### src/hw/rtl/nvmfr_pkg.sv
`timescale 1ns / 1ps

package nvmfr_pkg;

   localparam int ADDR_W = 15;
   localparam int WORD_W = 14;
   localparam int BYTE_W = 8;
   localparam int IDX_W  = 3;
   localparam int STAT_W = 2;

   localparam int FLASH_WORDS_DEF = 1024;
   localparam int ROW_WORDS_DEF   = 32;

   localparam logic [WORD_W-1:0] WORD_ERASED = 14'h3FFF;
   localparam logic [BYTE_W-1:0] UNLOCK_KEY1 = 8'h55;
   localparam logic [BYTE_W-1:0] UNLOCK_KEY2 = 8'hAA;

   localparam logic MODE_WRITE = 1'b1;

   // control register bit positions
   localparam int CTL_READ   = 0;
   localparam int CTL_START  = 1;
   localparam int CTL_ENABLE = 2;
   localparam int CTL_ERROR  = 3;
   localparam int CTL_ERASE  = 4;
   localparam int CTL_LATCH  = 5;
   localparam int CTL_CONFIG = 6;

   typedef enum logic [IDX_W-1:0] {
      REG_ADDR_LO = 3'd0,
      REG_ADDR_HI = 3'd1,
      REG_DATA_LO = 3'd2,
      REG_DATA_HI = 3'd3,
      REG_CTRL    = 3'd4,
      REG_UNLOCK  = 3'd5
   } reg_idx_type;

   typedef enum logic [STAT_W-1:0] {
      ST_OK          = 2'd0,
      ST_LOCKED      = 2'd1,
      ST_NOT_ENABLED = 2'd2,
      ST_RANGE       = 2'd3
   } stat_type;

   typedef enum logic [1:0] {
      UL_LOCKED = 2'd0,
      UL_HALF   = 2'd1,
      UL_OPEN   = 2'd2
   } unlock_type;

   typedef enum logic [1:0] {
      OP_NONE  = 2'd0,
      OP_ERASE = 2'd1,
      OP_LATCH = 2'd2,
      OP_PROG  = 2'd3
   } op_type;

   typedef struct packed {
      logic accept;
      logic init_step;
      logic read_ld;
      logic latch_wr;
      logic erase_step;
      logic prog_step;
      logic lat_clear;
      logic finish;
   } cmd_type;

   typedef struct packed {
      logic   init_last;
      logic   erase_last;
      logic   prog_last;
      logic   dec_read;
      op_type dec_op;
      op_type op_q;
   } sts_type;

endpackage

### src/hw/rtl/nvmfr_ctrl.sv
`timescale 1ns / 1ps

module nvmfr_ctrl import nvmfr_pkg::*; (
   input  logic    clock,
   input  logic    reset,
   input  logic    req_valid,
   output logic    req_ready,
   output logic    rsp_valid,
   input  logic    rsp_ready,
   input  sts_type sts,
   output cmd_type cmd
);

   typedef enum logic [6:0] {
      S_INIT  = 7'b0000001,
      S_IDLE  = 7'b0000010,
      S_READ  = 7'b0000100,
      S_LATCH = 7'b0001000,
      S_ERASE = 7'b0010000,
      S_PROG  = 7'b0100000,
      S_DONE  = 7'b1000000
   } state_type;

   state_type state_ff, state_in;
   logic      rsp_valid_ff, rsp_valid_in;
   logic      out_free;

   function automatic state_type op_state(input op_type op);
      state_type s;
      case (op)
         OP_ERASE: s = S_ERASE;
         OP_LATCH: s = S_LATCH;
         OP_PROG:  s = S_PROG;
         default:  s = S_DONE;
      endcase
      return s;
   endfunction

   assign req_ready = (state_ff == S_IDLE);
   assign rsp_valid = rsp_valid_ff;
   assign out_free  = !rsp_valid_ff || rsp_ready;

   always_comb begin
      cmd      = '0;
      state_in = state_ff;
      case (state_ff)
         S_INIT: begin
            cmd.init_step = 1'b1;
            if (sts.init_last) state_in = S_IDLE;
         end
         S_IDLE: begin
            if (req_valid) begin
               cmd.accept = 1'b1;
               state_in   = sts.dec_read ? S_READ : op_state(sts.dec_op);
            end
         end
         S_READ: begin
            cmd.read_ld = 1'b1;
            state_in    = op_state(sts.op_q);
         end
         S_LATCH: begin
            cmd.latch_wr = 1'b1;
            state_in     = S_DONE;
         end
         S_ERASE: begin
            cmd.erase_step = 1'b1;
            if (sts.erase_last) state_in = S_DONE;
         end
         S_PROG: begin
            cmd.prog_step = 1'b1;
            if (sts.prog_last) begin
               cmd.lat_clear = 1'b1;
               state_in      = S_DONE;
            end
         end
         S_DONE: begin
            if (out_free) begin
               cmd.finish = 1'b1;
               state_in   = S_IDLE;
            end
         end
         default: state_in = S_IDLE;
      endcase
      rsp_valid_in = cmd.finish || (rsp_valid_ff && !rsp_ready);
   end

   always_ff @(posedge clock) begin
      if (reset) begin
         state_ff     <= S_INIT;
         rsp_valid_ff <= 1'b0;
      end else begin
         state_ff     <= state_in;
         rsp_valid_ff <= rsp_valid_in;
      end
   end

   a_no_overwrite: assert property (@(posedge clock) disable iff (reset)
      cmd.finish |-> (!rsp_valid_ff || rsp_ready))
      else $error("result register overwritten before it was taken");

   a_accept_busy: assert property (@(posedge clock) disable iff (reset)
      cmd.accept |=> (state_ff != S_IDLE))
      else $error("item accepted but controller stayed idle");

   a_prog_done: assert property (@(posedge clock) disable iff (reset)
      (state_ff == S_PROG && sts.prog_last) |=> (state_ff == S_DONE))
      else $error("program sweep did not complete");

   a_finish_valid: assert property (@(posedge clock) disable iff (reset)
      cmd.finish |=> rsp_valid_ff)
      else $error("finished item not presented");

endmodule

### config.mk
export PLATFORM = sky130hd
export DESIGN_NAME = nvmfr_ctrl
export DESIGN_NICKNAME = d
export VERILOG_FILES = /design/src/hw/rtl/nvmfr_pkg.sv /design/src/hw/rtl/nvmfr_ctrl.sv
export SDC_FILE = /design/constraint.sdc
export NUM_CORES = 1
export LEC_CHECK = 0
export ABC_AREA = 0
export BUFFER_PORTS_ARGS = -buffer_cell sky130_fd_sc_hd__buf_2
export CAP_MARGIN = 40
export CORE_MARGIN = 8
export CORE_UTILIZATION = 35
export CTS_CLUSTER_SIZE = 12
export DETAILED_ROUTE_END_ITERATION = 10
export SYNTH_ARGS = -nofsm -noshare
export SYNTH_HDL_FRONTEND = slang
export SYNTH_SLANG_ARGS = --single-unit
### constraint.sdc
create_clock -name clock -period 4.6 [get_ports clock]
set_input_delay 0.69 -clock clock [delete_from_list [all_inputs] [get_ports clock]]
set_output_delay 0.69 -clock clock [all_outputs]
set_load 0.01 [all_outputs]
* Word level (Yosys, flattened, before mapping)
Index checks and enable logic that the tools add are counted.
Operators by class: equal/unequal tests 18, multiplexer cells 19, reductions and logical operators 6
Operators by type and width (number):
- one-hot mux 7 bit (7 select lines) | 1
- two-way mux 7 bit | 6
- one-hot mux 7 bit (3 select lines) | 2
- inequality test 2 bit (second input constant) | 5
- two-way mux 1 bit | 9
- equality test 2 bit (second input constant) | 4
- equality test 7 x 1 -> 1 bit (second input constant) | 1
- equality test 7 x 2 -> 1 bit (second input constant) | 1
- equality test 7 x 3 -> 1 bit (second input constant) | 1
- equality test 7 x 4 -> 1 bit (second input constant) | 1
- equality test 7 x 5 -> 1 bit (second input constant) | 1
- equality test 7 x 6 -> 1 bit (second input constant) | 1
- equality test 7 bit (second input constant) | 1
- AND reduction 5 bit | 1
- equality test 2 x 1 -> 1 bit (second input constant) | 2
- logical NOT 1 bit | 2
- logical OR 1 bit | 2
- two-way mux 2 bit | 1
- logical AND 1 bit | 1
Storage, ports and cells: flip-flop bits (word level) 8, input port bits 12, output and inout bits 10, word-level logic and storage cells 45

* Longest topological paths before layout
depth after elaboration 5, gate-level depth with buffers 6

* Worst setup path before layout
OpenSTA, ideal clock, no wires.
path type reg2out, from register state_ff[2], to output port cmd[1] in the netlist's numbering, data arrival time 1.824 ns, data required time 3.910 ns, slack 2.086 ns, stages on the path, launching flop included 5, buffers on the path 1, path through dfxtp_1 > or4_1 > clkbuf_1 > nor4b_1 > and2_1
RTL lines:
- from (decl) | RTL line nvmfr_ctrl.sv:24 | state_type state_ff, state_in;
- from (signal assigned) | RTL line nvmfr_ctrl.sv:92 | state_ff <= state_in;
- to (decl) | RTL line nvmfr_ctrl.sv:11 | output cmd_type cmd

==> impl_results.md <==
* Status: finished clean
* Post-synth top area share at 0.302
* Hold Vio Cnt, Final at 0
* Wirelength per Cell at 14.3 um
* Ant. Diodes at 0
* Max transition margin at 0.477
* Largest net degree at the start of global routing at 11
* Main synth FF type: dfxtp_1
* DR pass1 iterations at 5
* Largest cells by area after synthesis: dfxtp_1 (30%), nor4b_1 (5.0%), or3b_2 (5.0%)
* CTS clk-pin slew, worst paths at ~0.05 ns
* M1 WL at 634 um
* Slew Limit Fails at 0
* Clk_skew at about 0.0038 ns
* Cell Count, Final, Fillers Out at between 100 and 150
* DP Cell Count at 102
* Iter 0 DRT Violations at 17
* Clk buf depth at 2
* Total Routing Usage GR at 0.114
* Setup CP Type: reg -> out
* Delay-heaviest family, CP: simple AND/OR/NAND/NOR gates
* Fin util at 0.456
* Worst Path Buf+Inv at 1
* Final setup TNS at 0 ns
* Worst hold slack at 0.510 ns
* Yosys reg bits at 8
* Clk sinks at 8
* Synth Cell Area at 531 um^2
* Gate Count Post-Synth at 67
* Setup repair bufs after CTS at 0
* Synth unique cells at 33
* Core Footprint at 1470 um^2
* F_max at 0.373 GHz
* Global-route wire length before repair at 2500 um
* Port Buffers at 21
* Crit path max fanout at 6
* Row cnt at 14
* Cts repair resizes at 0
* WL final at ~1500 um
* Worst-margin pin slew at 0.777 ns
* Clock Tree Root: clkbuf_4
* Area growth from synthesis to layout at 26.4%
* Critical path cell sequence: or4_1 -> nor4b_1 -> and2_1 -> buf_2
* Initial Util at 0.361
* Final nets at 103
* Synth area leader: dfxtp_1
* Die span in x at 54.9 um
* Vias at about 600
* Crit path DAT at around 2 ns
* Initial antenna violation count at 0
* Layout cells sized above 1 at 0.315
* Setup-failing EPs final at 0
* Tcrit/Tclk final at 0.583
* CP max-delay cell: or4_1
* Ys Warns at 0
* PwrDens at between 200 and 250 nW/um^2
* DR DRC count at 0
* Final-layout fill cell count at 158
* EDFF count, synth at 0
* Die footprint at 3020 um^2
* H-tree level count at 1
* GP Congestion at 0.860
* CTS tree: done
* Synth Net Count at 79
* Met2 wire length at roughly 700 um
* Antenna Nets Post-Route at 0
* Seq/Total Area, Yosys at 0.302
* Vias in the first global route at 591
* Worst vdd ir at 122 uV
* Crit start category: flop
* Syn avg cell area at between 7 and 8 um^2
* Worst Hold Class: reg -> reg
* Leakage at 0.000314 uW
* Worst EP required at 3.91 ns
* Post-DP HPWL at around 1200 um
* Crit-path max cell delay at 0.63 ns
* I/O pin count at 22
* Clock buffer count from CTS at 3
* Max_cap viols at 0
* Most common cell after layout, fill and taps aside: buf_2
* Most frequent cells in the layout: buf_2 (21), dfxtp_1 (8), nor2_1 (5)
* Ys async rst share at 0
* DR vias/cell at approximately 5.7
* Top sig layer: met4
* Worst skew pair latency at 0.26 ns
* Routed met3 length at ~120 um
* Critical Path Sink Type: primary output
* DIE HEIGHT at 54.9 um
* Post-CTS Hold Buffers at 0
* Global route total overflow at 0
* RSZ-0062 raised after global routing: false
* Final Critical Period at 2.68 ns
-- area by class of cell --
cell class | instances | area [um^2] | share of cell area
timing repair buffer | 21 | 105 | 0.157
multi-input combinational | 53 | 348 | 0.519
tap | 16 | 20.0 | 0.0299
clock buffer | 3 | 22.5 | 0.0336
sequential | 8 | 160 | 0.239
inverter | 4 | 15.0 | 0.0224
-- worst reg2reg max path, delay by kind of cell (launching register included) --
kind               cells  cell delay (ns)
AOI/OAI and AO/OA      2             0.45
and+or+nand+nor        2             0.95
DFF                    1             0.34
-- synth_stat cells, types with 3 or more instances --
cell type / count
nor3_1: 4
a21oi_1: 3
nand2_1: 3
and2_1: 3
nand3b_1: 3
or3b_2: 3
nor2_1: 5
nor4b_1: 3
dfxtp_1: 8
inv_1: 3
-- sequential cells by signal, indices dropped and copies added, names as in the netlist --
register,count
rsp_valid,1
state_ff,7
-- power breakdown --
part | leakage (uW) | switching (uW) | internal [uW] | total, uW
clock | 0.0000138 | 24.9 | 29.9 | 54.8
sequential | 0.0000652 | 4.39 | 71.7 | 76.0
combinational | 0.000235 | 15.1 | 13.8 | 28.9
-- logic make-up (layout without fill, tap and decap cells) --
logic type | after synthesis | count (layout) | synth area share
AOI/OAI and AO/OA | 15 | 15 | 0.198
xor gates and xnor gates | 1 | 1 | 0.0165
buffers and inverters | 6 | 28 | 0.0424
DFF | 8 | 8 | 0.302
and+or+nand+nor | 37 | 37 | 0.441
-- routing by layer --
metal,global-route usage,vias up
met5,0,-
met4,0.0720,0
met3,0.0294,8
met2,0.181,27
li1,-,301
met1,0.133,260
-- worst paths after layout --
path | startpoint | endpoint | slack [ns] | cells past startpoint
worst min register to register | rsp_valid | rsp_valid | 0.51 | 2
worst max-delay path | state_ff[3] | cmd[1] | 1.92 | 4
worst max register to register | state_ff[3] | state_ff[4] | 2.73 | 4
worst min-delay path | rsp_valid | rsp_valid | 0.51 | 2
-- per-stage QoR --
| step | area (um^2) | setup WS [ns] | total power (uW) |
|---|---|---|---|
| after floorplan | 531 | 2.09 | 93.0 |
| after global placement | 648 | 2.26 | 106 |
| after detailed placement | 648 | 2.21 | 106 |
| after CTS | 671 | 1.93 | 159 |
| after global routing | 671 | 1.77 | 167 |
| final | 671 | 1.92 | 160 |
(Power assumes the default switching activity.)
